--- src/rpb_pkg.sv ---
// shared constants and types for the rgb pixel blender
`timescale 1ns / 1ps

package rpb_pkg;

    // channel width and full-scale value
    localparam int CHAN_W = 8;
    localparam logic [CHAN_W-1:0] CH_MAX = {CHAN_W{1'b1}};

    // opacity in q1.8, one is 256
    localparam int OPA_W = 9;
    localparam int OPA_SHIFT = 8;
    localparam logic [OPA_W-1:0] OPA_ONE = OPA_W'(256);

    // configuration port
    localparam int CFG_W = OPA_W;
    typedef logic [0:0] t_reg_idx;
    localparam t_reg_idx REG_MODE          = 1'b0;
    localparam t_reg_idx REG_LAYER_OPACITY = 1'b1;

    // blend mode codes
    typedef logic [1:0] t_mode;
    localparam t_mode MODE_OVERWRITE = 2'd0;
    localparam t_mode MODE_ADD       = 2'd1;
    localparam t_mode MODE_MULTIPLY  = 2'd2;
    localparam t_mode MODE_LERP      = 2'd3;

    typedef logic [OPA_W-1:0] t_opa;

    // stage enables and settings shared by the three lanes
    typedef struct packed {
        logic  en1;
        logic  en2;
        logic  en3;
        t_mode mode;
        t_opa  opa_base;
        t_opa  opa_layer;
    } t_lane_ctrl;

endpackage

--- src/rpb_in_if.sv ---
// request channel carrying a base pixel and a layer pixel
`timescale 1ns / 1ps

interface rpb_in_if;
    import rpb_pkg::*;

    logic              valid;
    logic              ready;
    logic [CHAN_W-1:0] base_red;
    logic [CHAN_W-1:0] base_green;
    logic [CHAN_W-1:0] base_blue;
    logic [CHAN_W-1:0] layer_red;
    logic [CHAN_W-1:0] layer_green;
    logic [CHAN_W-1:0] layer_blue;

    modport source (
        output valid, base_red, base_green, base_blue, layer_red, layer_green, layer_blue,
        input  ready
    );
    modport sink (
        input  valid, base_red, base_green, base_blue, layer_red, layer_green, layer_blue,
        output ready
    );
endinterface

--- src/rpb_out_if.sv ---
// request channel carrying one blended pixel
`timescale 1ns / 1ps

interface rpb_out_if;
    import rpb_pkg::*;

    logic              valid;
    logic              ready;
    logic [CHAN_W-1:0] out_red;
    logic [CHAN_W-1:0] out_green;
    logic [CHAN_W-1:0] out_blue;

    modport source (
        output valid, out_red, out_green, out_blue,
        input  ready
    );
    modport sink (
        input  valid, out_red, out_green, out_blue,
        output ready
    );
endinterface

--- src/rpb_lane.sv ---
// three-stage datapath for one color channel
`timescale 1ns / 1ps

module rpb_lane (
    input  logic                       i_clk,
    input  rpb_pkg::t_lane_ctrl        i_ctrl,
    input  logic [rpb_pkg::CHAN_W-1:0] i_base,
    input  logic [rpb_pkg::CHAN_W-1:0] i_layer,
    output logic [rpb_pkg::CHAN_W-1:0] o_chan
);
    import rpb_pkg::*;

    localparam int PROD_W = 2 * CHAN_W;
    localparam int DIV_W  = PROD_W + 1;
    localparam int LERP_W = CHAN_W + OPA_W;

    // stage 1: captured operands
    logic [CHAN_W-1:0] r_a;
    logic [CHAN_W-1:0] r_b;

    // stage 2: products and saturated sum
    logic [PROD_W-1:0] r_mul;
    logic [LERP_W-1:0] r_pa;
    logic [LERP_W-1:0] r_pb;
    logic [CHAN_W-1:0] r_add;
    logic [CHAN_W-1:0] r_b2;

    // stage 3: result
    logic [CHAN_W-1:0] r_out;

    logic [CHAN_W:0]   n_sum;
    logic [CHAN_W-1:0] n_add;
    logic [DIV_W-1:0]  n_div;
    logic [LERP_W-1:0] n_lerp;
    logic [CHAN_W-1:0] n_out;

    // stage 1 capture
    always_ff @(posedge i_clk) begin
        if (i_ctrl.en1) begin
            r_a <= i_base;
            r_b <= i_layer;
        end
    end

    // saturating add
    assign n_sum = {1'b0, r_a} + {1'b0, r_b};
    assign n_add = n_sum[CHAN_W] ? CH_MAX : n_sum[CHAN_W-1:0];

    // stage 2 multiplies
    always_ff @(posedge i_clk) begin
        if (i_ctrl.en2) begin
            r_mul <= PROD_W'(r_a) * PROD_W'(r_b);
            r_pa  <= LERP_W'(r_a) * LERP_W'(i_ctrl.opa_base);
            r_pb  <= LERP_W'(r_b) * LERP_W'(i_ctrl.opa_layer);
            r_add <= n_add;
            r_b2  <= r_b;
        end
    end

    // divide by full scale: floor(p / m) = (p + (p >> w) + 1) >> w for p <= m*m
    assign n_div  = {1'b0, r_mul} + {1'b0, r_mul >> CHAN_W} + DIV_W'(1);
    assign n_lerp = r_pa + r_pb;

    // mode select
    always_comb begin
        unique case (i_ctrl.mode)
            MODE_OVERWRITE: n_out = r_b2;
            MODE_ADD:       n_out = r_add;
            MODE_MULTIPLY:  n_out = n_div[PROD_W-1:CHAN_W];
            MODE_LERP:      n_out = n_lerp[CHAN_W+OPA_SHIFT-1:OPA_SHIFT];
            default:        n_out = r_b2;
        endcase
    end

    // stage 3 output register
    always_ff @(posedge i_clk) begin
        if (i_ctrl.en3) begin
            r_out <= n_out;
        end
    end

    assign o_chan = r_out;

endmodule

--- src/rgb_pixel_blend.sv ---
// Blends a base RGB pixel with a layer RGB pixel, channel by channel, using the
// mode in the mode register: overwrite, saturating add, multiply scaled by
// 1/255, or linear interpolation weighted by layer_opacity (q1.8, values above
// 256 count as 256). The block takes one pixel per clock while the output is
// not stalled; three register stages (capture, multiply, select) carry a valid
// bit each, and i_pix.ready only drops when every stage is full and the output
// request is not being taken. Write configuration only while no pixel is in
// flight.
`timescale 1ns / 1ps

module rgb_pixel_blend (
    input  logic                       i_clk,
    input  logic                       i_rst_n,
    rpb_in_if.sink                     i_pix,
    rpb_out_if.source                  o_pix,
    input  logic                       i_cfg_we,
    input  rpb_pkg::t_reg_idx          i_cfg_idx,
    input  logic [rpb_pkg::CFG_W-1:0]  i_cfg_wdata
);
    import rpb_pkg::*;

    logic       r_v1;
    logic       r_v2;
    logic       r_v3;
    t_mode      r_mode;
    t_opa       r_layer_opacity;

    logic       en1;
    logic       en2;
    logic       en3;
    t_opa       opa_sat;
    t_lane_ctrl lane_ctrl;

    // configuration registers
    always_ff @(posedge i_clk) begin
        if (!i_rst_n) begin
            r_mode          <= MODE_OVERWRITE;
            r_layer_opacity <= OPA_ONE;
        end else if (i_cfg_we) begin
            unique case (i_cfg_idx)
                REG_MODE:          r_mode          <= i_cfg_wdata[1:0];
                REG_LAYER_OPACITY: r_layer_opacity <= i_cfg_wdata;
                default: ;
            endcase
        end
    end

    // stage advance: a stage loads when it is empty or its contents move on
    assign en3 = !r_v3 || o_pix.ready;
    assign en2 = !r_v2 || en3;
    assign en1 = !r_v1 || en2;

    // valid bits
    always_ff @(posedge i_clk) begin
        if (!i_rst_n) begin
            r_v1 <= 1'b0;
            r_v2 <= 1'b0;
            r_v3 <= 1'b0;
        end else begin
            if (en1) begin
                r_v1 <= i_pix.valid;
            end
            if (en2) begin
                r_v2 <= r_v1;
            end
            if (en3) begin
                r_v3 <= r_v2;
            end
        end
    end

    // opacity clamp and lane control
    assign opa_sat = (r_layer_opacity > OPA_ONE) ? OPA_ONE : r_layer_opacity;

    assign lane_ctrl.en1       = en1;
    assign lane_ctrl.en2       = en2;
    assign lane_ctrl.en3       = en3;
    assign lane_ctrl.mode      = r_mode;
    assign lane_ctrl.opa_layer = opa_sat;
    assign lane_ctrl.opa_base  = OPA_ONE - opa_sat;

    // one lane per channel
    rpb_lane u_lane_red (
        .i_clk   (i_clk),
        .i_ctrl  (lane_ctrl),
        .i_base  (i_pix.base_red),
        .i_layer (i_pix.layer_red),
        .o_chan  (o_pix.out_red)
    );

    rpb_lane u_lane_green (
        .i_clk   (i_clk),
        .i_ctrl  (lane_ctrl),
        .i_base  (i_pix.base_green),
        .i_layer (i_pix.layer_green),
        .o_chan  (o_pix.out_green)
    );

    rpb_lane u_lane_blue (
        .i_clk   (i_clk),
        .i_ctrl  (lane_ctrl),
        .i_base  (i_pix.base_blue),
        .i_layer (i_pix.layer_blue),
        .o_chan  (o_pix.out_blue)
    );

    // handshake outputs
    assign i_pix.ready = en1;
    assign o_pix.valid = r_v3;

endmodule

--- src/flat_wrapper.sv ---
// flat-port wrapper written by rule: the top's interface ports become plain ports
module rgb_pixel_blend_flat import rpb_pkg::*;
  (i_clk, i_rst_n, i_cfg_we, i_cfg_idx, i_cfg_wdata, i_pix_valid, i_pix_base_red, i_pix_base_green, i_pix_base_blue, i_pix_layer_red, i_pix_layer_green, i_pix_layer_blue, i_pix_ready, o_pix_valid, o_pix_out_red, o_pix_out_green, o_pix_out_blue, o_pix_ready);
  rpb_in_if i_pix_i ();
  rpb_out_if o_pix_i ();
  input  logic i_clk;
  input  logic i_rst_n;
  input  logic i_cfg_we;
  input  rpb_pkg::t_reg_idx i_cfg_idx;
  input  logic [rpb_pkg::CFG_W-1:0] i_cfg_wdata;
  input wire logic [$bits(i_pix_i.valid)-1:0] i_pix_valid;
  input wire logic [$bits(i_pix_i.base_red)-1:0] i_pix_base_red;
  input wire logic [$bits(i_pix_i.base_green)-1:0] i_pix_base_green;
  input wire logic [$bits(i_pix_i.base_blue)-1:0] i_pix_base_blue;
  input wire logic [$bits(i_pix_i.layer_red)-1:0] i_pix_layer_red;
  input wire logic [$bits(i_pix_i.layer_green)-1:0] i_pix_layer_green;
  input wire logic [$bits(i_pix_i.layer_blue)-1:0] i_pix_layer_blue;
  output wire logic [$bits(i_pix_i.ready)-1:0] i_pix_ready;
  output wire logic [$bits(o_pix_i.valid)-1:0] o_pix_valid;
  output wire logic [$bits(o_pix_i.out_red)-1:0] o_pix_out_red;
  output wire logic [$bits(o_pix_i.out_green)-1:0] o_pix_out_green;
  output wire logic [$bits(o_pix_i.out_blue)-1:0] o_pix_out_blue;
  input wire logic [$bits(o_pix_i.ready)-1:0] o_pix_ready;
  assign i_pix_i.valid = i_pix_valid;
  assign i_pix_i.base_red = i_pix_base_red;
  assign i_pix_i.base_green = i_pix_base_green;
  assign i_pix_i.base_blue = i_pix_base_blue;
  assign i_pix_i.layer_red = i_pix_layer_red;
  assign i_pix_i.layer_green = i_pix_layer_green;
  assign i_pix_i.layer_blue = i_pix_layer_blue;
  assign i_pix_ready = i_pix_i.ready;
  assign o_pix_valid = o_pix_i.valid;
  assign o_pix_out_red = o_pix_i.out_red;
  assign o_pix_out_green = o_pix_i.out_green;
  assign o_pix_out_blue = o_pix_i.out_blue;
  assign o_pix_i.ready = o_pix_ready;
  rgb_pixel_blend u_core (.i_clk(i_clk), .i_rst_n(i_rst_n), .i_pix(i_pix_i), .o_pix(o_pix_i), .i_cfg_we(i_cfg_we), .i_cfg_idx(i_cfg_idx), .i_cfg_wdata(i_cfg_wdata));
endmodule
--- config.mk ---
export PLATFORM = sky130hd
export DESIGN_NAME = rgb_pixel_blend_flat
export DESIGN_NICKNAME = d
export VERILOG_FILES = /design/src/rpb_pkg.sv /design/src/rpb_in_if.sv /design/src/rpb_out_if.sv /design/src/rpb_lane.sv /design/src/rgb_pixel_blend.sv /design/src/flat_wrapper.sv
export SDC_FILE = /design/constraint.sdc
export NUM_CORES = 2
export LEC_CHECK = 0
export ABC_AREA = 1
export ABC_CLOCK_PERIOD_IN_PS = 7700
export CORE_ASPECT_RATIO = 1.75
export CORE_MARGIN = 2
export CORE_UTILIZATION = 23
export CTS_CLUSTER_SIZE = 24
export DETAILED_ROUTE_END_ITERATION = 7
export DONT_BUFFER_PORTS = 1
export PLACE_DENSITY = 0.43
export SLEW_MARGIN = 25
export SYNTH_ARGS = -nofsm -noshare
export SYNTH_HDL_FRONTEND = slang
export SYNTH_SLANG_ARGS = --single-unit
--- constraint.sdc ---
create_clock -name i_clk -period 7.7 [get_ports i_clk]
set_input_delay 1.155 -clock i_clk [delete_from_list [all_inputs] [get_ports i_clk]]
set_output_delay 1.155 -clock i_clk [all_outputs]
set_load 0.02 [all_outputs]
== Word level (Yosys, flattened, before mapping) ==
Cells that the tools add are included.
Word-level totals
  logic and storage cells: 69
  output and inout port bits: 26
  register bits after elaboration: 278
  input bits: 63
Cells by class
  mux-type cells: 4
  reductions and logical operators: 9
  order comparisons: 1
  multiply operators: 9
  equal/unequal tests: 3
  add/subtract/negate cells: 13
  bitwise logic cells: 1
Operators with widths (number)
  $mul A8 B9 Y16: 6
  $pmux W8 S4: 3
  $add A16 B1 Y16 const B: 3
  $add A16 B16 Y16: 3
  $add A16 B8 Y16: 3
  $mul A8 B8 Y16: 3
  $add A8 B8 Y9: 3
  $gt A9 B9 Y1 const B: 1
  $mux W9: 1
  $sub A9 B9 Y9 const A: 1
  $eq A2 B2 Y1 const B: 2
  $reduce_and A2 Y1: 2
  $logic_not A1 Y1: 3
  $logic_or A1 B1 Y1: 3
  $eq A2 B1 Y1 const B: 1
  $logic_not A2 Y1: 1
  $not A1 Y1: 1

== Longest topological paths before layout ==
  word-level depth: 4
  mapped depth: 27
  mapped depth without buffers: 25

== Hierarchy ==
From an unflattened synthesis, not the netlist that was laid out.
Unflattened totals
  cell total of the unflattened synthesis: 4540
  area, all modules: 35450.2 um^2
Modules (own cells, without submodules)
  rpb_lane (u_core.u_lane_blue): times used 1, cells an instance 1485, area an instance 11593.6 um^2, seq. area each 2642.5 um^2
  rpb_lane (u_core.u_lane_green): times used 1, cells an instance 1474, area an instance 11564.8 um^2, seq. area each 2642.5 um^2
  rpb_lane (u_core.u_lane_red): times used 1, cells an instance 1466, area an instance 11532.3 um^2, seq. area each 2642.5 um^2
  rgb_pixel_blend: times used 1, cells an instance 115, area an instance 759.5 um^2, seq. area each 280.3 um^2

== Worst setup path before layout ==
OpenSTA, ideal clock, no wires.
  kind: input -> register
  from: input o_pix_ready
  to: register u_core.u_lane_blue.r_add[0], enable pin
  arrival: 5.626 ns
  required time: 7.157 ns
  library setup time: 0.543 ns
  stages on the path: 4
  setup slack: 1.531 ns
  buffers on the path: 0
  path through: inv_1 > nand2_1 > nor2_1 > inv_1
On the way
  cells in the longest elaborated chain, start to end: 2
Ends and longest elaborated chain
  start: declaration: line flat_wrapper.sv:23  | input wire logic [$bits(o_pix_i.ready)-1:0] o_pix_ready;
  $logic_or A1 B1 Y1: line rgb_pixel_blend.sv:49  | assign en3 = !r_v3 || o_pix.ready;
  named net u_core.en3: line rgb_pixel_blend.sv:30  | logic en3;
  $logic_or A1 B1 Y1: line rgb_pixel_blend.sv:50  | assign en2 = !r_v2 || en3;
  named net u_core.en2: line rgb_pixel_blend.sv:29  | logic en2;
  end signal: assignment: line rpb_lane.sv:55  | r_add <= n_add;
  end: declaration: line rpb_lane.sv:25  | logic [CHAN_W-1:0] r_add;
The timed path passes the listed nets, and every way through them passes these cells.
A chain may end at the register's enable or synchronous reset.

== Final worst setup path ==
  from: register u_core.r_layer_opacity[8]
  to: register u_core.u_lane_green.r_pa[12], data pin
On the way
  cells in the longest elaborated chain, start to end: 4
Ends and longest elaborated chain
  start: declaration: line rgb_pixel_blend.sv:26  | t_opa r_layer_opacity;
  start signal: assignment: line rgb_pixel_blend.sv:42  | REG_LAYER_OPACITY: r_layer_opacity <= i_cfg_wdata;
  $gt A9 B9 Y1: line rgb_pixel_blend.sv:73  | assign opa_sat = (r_layer_opacity > OPA_ONE) ? OPA_ONE : r_layer_opacity;
  $mux W9 (*): line rgb_pixel_blend.sv:73
  $sub A9 B9 Y9 (*): line rgb_pixel_blend.sv:80  | assign lane_ctrl.opa_base = OPA_ONE - opa_sat;
  $mul A8 B9 Y16 (*): line rpb_lane.sv:53  | r_pa <= LERP_W'(r_a) * LERP_W'(i_ctrl.opa_base);
  end signal: assignment: line rpb_lane.sv:53
  end: declaration: line rpb_lane.sv:23  | logic [LERP_W-1:0] r_pa;
Every way passes the cells marked *; elsewhere a longest branch is shown, timed or not.

==> results.sh <==
export IMPL_status="completed"
export IMPL_arrival_ps=6410
export IMPL_initial_core_util_pct=23.1
export IMPL_ant_nets=0
export IMPL_grt_max_degree=129
export IMPL_synth_area_mm2=0.0339
export IMPL_route_top_layer_used="met5"
export IMPL_drc=0
export IMPL_wl_per_cell_um=18.3
export IMPL_swShare_pct=44.3
export IMPL_synth_top_area_cell="edfxtp_1"
export IMPL_synth_warnings=0
export IMPL_cpLargestDelayFamily="adder cells"
export IMPL_die_area_mm2=0.150
export IMPL_dr_first_iter_drc_count=1179
export IMPL_dp_slack_ps=1590
export IMPL_num_rows=186
export IMPL_cts_resized=0
export IMPL_path_cells="inv_6, nand2_2, ha_1, nand2_4, o21ai_0, nand2_2, inv_1, nand2_1, fa_1, fa_1, inv_1, fa_1, inv_1, fa_1, inv_1, ha_1, a21oi_1, o21ai_0, a21oi_1, nor2_1, nor2_1, xor2_1"
export IMPL_wl_met2_um=61800
export IMPL_die_x_um=294
export IMPL_synthFlopType="edfxtp_1"
export IMPL_r2r_start="u_core.r_layer_opacity[8]"
export IMPL_synth_mux_area_share_pct=0
export IMPL_postPlaceCellArea_mm2=0.0362
export IMPL_post_cts_setup_buffers=0
export IMPL_clkLatencyLatePin_ps=620
export IMPL_track_usage_pct=14.9
export IMPL_portBuffers=0
export IMPL_synth_top_cells_by_area="edfxtp_1, fa_1, ha_1"
export IMPL_cts_max_path_buffers=3
export IMPL_htree_levels=2
export IMPL_p_clk_share_pct=22.5
export IMPL_ys_ff_latch=278
export IMPL_final_cell_area_mm2=0.0374
export IMPL_hold_slack_ps=489
export IMPL_area_delta_synth_final_pct=10.4
export IMPL_grt_pass1_vias=28439
export IMPL_hpwl_um=89000
export IMPL_async_flop_share_pct=0
export IMPL_cap_violations=0
export IMPL_wl_um=110000
export IMPL_syn_inst=4130
export IMPL_critPathLaunchType="flop"
export IMPL_ys_seq_area_share_pct=24.2
export IMPL_ctsHoldBuffers=0
export IMPL_period_minus_slack_ps=6040
export IMPL_slew_violations=0
export IMPL_final_util_pct=25.5
export IMPL_skew_ps=25.7
export IMPL_layout_setup_ws_ps=1660
export IMPL_setup_violations=0
export IMPL_slew_headroom_pct=30.1
export IMPL_synth_edff_count=264
export IMPL_gp_congestion=0.875
export IMPL_cts_root_buf="clkbuf_16"
export IMPL_clk_pin_slew_ps=60
export IMPL_p_seq_share_pct=31.0
export IMPL_rsz0062_at_grt="no"
export IMPL_viasPerCell=4.37
export IMPL_synth_xor_area_share_pct=3.54
export IMPL_reg2reg_to="u_core.u_lane_green.r_pa[12]"
export IMPL_wl_met3_um=3630
export IMPL_crit_fanout=24
export IMPL_reg2reg_setup_slack_ps=1660
export IMPL_synth_simple_area_share_pct=20.6
export IMPL_firstDrtPassIters=5
export IMPL_power_share_combinational_pct=46.5
export IMPL_final_hold_viol_count=0
export IMPL_cp_endpoint="u_core.u_lane_green.r_pa[12]"
export IMPL_syn_nets=4956
export IMPL_critical_path_cell_count=22
export IMPL_crit_required_ps=8070
export IMPL_period_share_pct=78.5
export IMPL_antenna_found_initial=9
export IMPL_synth_top_family_by_area="adder cells"
export IMPL_synth_top_cell_area_share_pct=23.4
export IMPL_clock_sinks=278
export IMPL_hold_class="flop to flop"
export IMPL_reg2reg_depth=22
export IMPL_p_leak_nw=19.9
export IMPL_wl_met1_um=40500
export IMPL_crit_path_end_kind="flop"
export IMPL_p_int_mw=4.39
export IMPL_cts_tree="done"
export IMPL_gr_total_overflow=0
export IMPL_max_stage_delay_ps=550
export IMPL_vias=26324
export IMPL_power_per_cell_area_mw_per_mm2=211
export IMPL_crit_start="u_core.r_layer_opacity[8]"
export IMPL_syn_avg_cell_area_um2=8.20
export IMPL_worstSetupPathType="flop to flop"
export IMPL_grt_pass1_wl_um=168000
export IMPL_critPathSlowestCell="fa_1"
export IMPL_synthAdderAreaFrac_pct=36.1
export IMPL_switchingPower_mw=3.49
export IMPL_die_h_um=512
export IMPL_num_io_pins=89
export IMPL_synth_cell_types=41
export IMPL_cts_buffers=37
export IMPL_drive_gt1_share_pct=3.33
export IMPL_core_area_mm2=0.146
export IMPL_fin_setup_tns_ps=0
export IMPL_max_clock_freq_mhz=165
export IMPL_worst_slew_pin_slew_ps=1050
export IMPL_ir_drop_uv=149
export IMPL_synth_compound_area_share_pct=4.41
export IMPL_num_nets_final=4947
export IMPL_worst_path_buf_inv=5
[metal layers]
layer,track usage (%),up-vias
li1,-,12816
met1,15.2,12871
met2,30.1,441
met3,2.01,180
met4,5.21,16
met5,0,-
[layout by cell type, fill, tap and decap left out, types with 3 or more instances in the layout]
master	n
nor2_1	416
and3_1	3
ha_1	406
nand2_4	7
inv_1	901
a21o_1	4
nand3b_1	13
xnor2_1	45
clkbuf_16	37
nand2_2	7
xor2_1	92
and2_1	10
dfxtp_1	14
a211oi_1	4
nand4_1	65
a21oi_1	159
nand2_1	919
o21bai_1	17
fa_1	357
clkinv_16	3
clkinv_2	8
edfxtp_1	264
a31oi_1	10
nor2_2	14
nor3_1	26
nand3_1	190
o21ai_0	76
buf_4	38
clkinv_1	14
inv_6	3
[how the worst min path moves through the flow]
stage	start	endpoint	slack, ps	cells past startpoint
after CTS	u_core.r_v2	u_core.o_pix.valid	490	2
after global placement	u_core.r_layer_opacity[5]	u_core.r_layer_opacity[5]	490	2
final	u_core.r_v2	u_core.o_pix.valid	490	2
after global routing	u_core.r_layer_opacity[5]	u_core.r_layer_opacity[5]	530	2
after detailed placement	u_core.r_layer_opacity[5]	u_core.r_layer_opacity[5]	480	2
after floorplan	u_core.r_v2	u_core.o_pix.valid	430	2
[per-stage QoR]
stage | std cells | power (mW)
final | 6030 | 7.88
after global routing | 6030 | 8.60
after CTS | 6029 | 8.05
after detailed placement | 5962 | 6.20
after global placement | 5962 | 6.20
after floorplan | 4130 | 4.99
[cell usage after synthesis (6+ instances only)]
cell	instances
ha_1	406
a31oi_1	10
nand2_4	6
nand2_2	6
nand3b_1	13
xnor2_1	45
o21bai_1	17
xor2_1	92
and2_1	10
inv_1	902
nor3_1	26
nor2_2	12
nand2_1	921
fa_1	357
nor2_1	418
buf_2	7
nand3_1	190
a21oi_1	159
dfxtp_1	14
clkbuf_1	76
nand4_1	65
o21ai_0	76
edfxtp_1	264
[layout make-up]
cell class | count | area, um2
Antenna cell | 1 | 2.50
Clock buffer | 38 | 930
Clock inverter | 29 | 278
Fill cell | 15860 | 109000
Inverter | 909 | 3420
Multi-Input combinational cell | 2856 | 21900
Sequential cell | 278 | 8210
Tap cell | 1880 | 2350
Timing Repair Buffer | 39 | 305
[cell families (layout without fill, tap and decap cells)]
| kind of cell | Yosys count | after routing |
|---|---|---|
| AOI/OAI and AO/OA | 277 | 277 |
| xor gates and xnor gates | 137 | 137 |
| adders and majority gates | 763 | 763 |
| buffers and inverters | 996 | 1015 |
| DFF | 278 | 278 |
| other | 0 | 1 |
| and+or+nand+nor | 1679 | 1679 |
[worst min-delay path, cell delays in order, from the launching register on]
cell     delay (ps)
dfxtp_1         300
inv_1            80
a21oi_1          70
[power groups by stage]
| stage | clock [mW] | sequential [mW] | combinational [mW] |
|---|---|---|---|
| 3_3_place_gp | 0 | 2.50 | 3.70 |
| 4_1_cts | 1.85 | 2.46 | 3.74 |
| 5_1_grt | 1.88 | 2.47 | 4.26 |
| 2_1_floorplan | 0 | 2.24 | 2.76 |
| 3_5_place_dp | 0 | 2.49 | 3.71 |
| 6_report | 1.77 | 2.44 | 3.67 |
No activity file was read; power rests on OpenSTA's default activity.
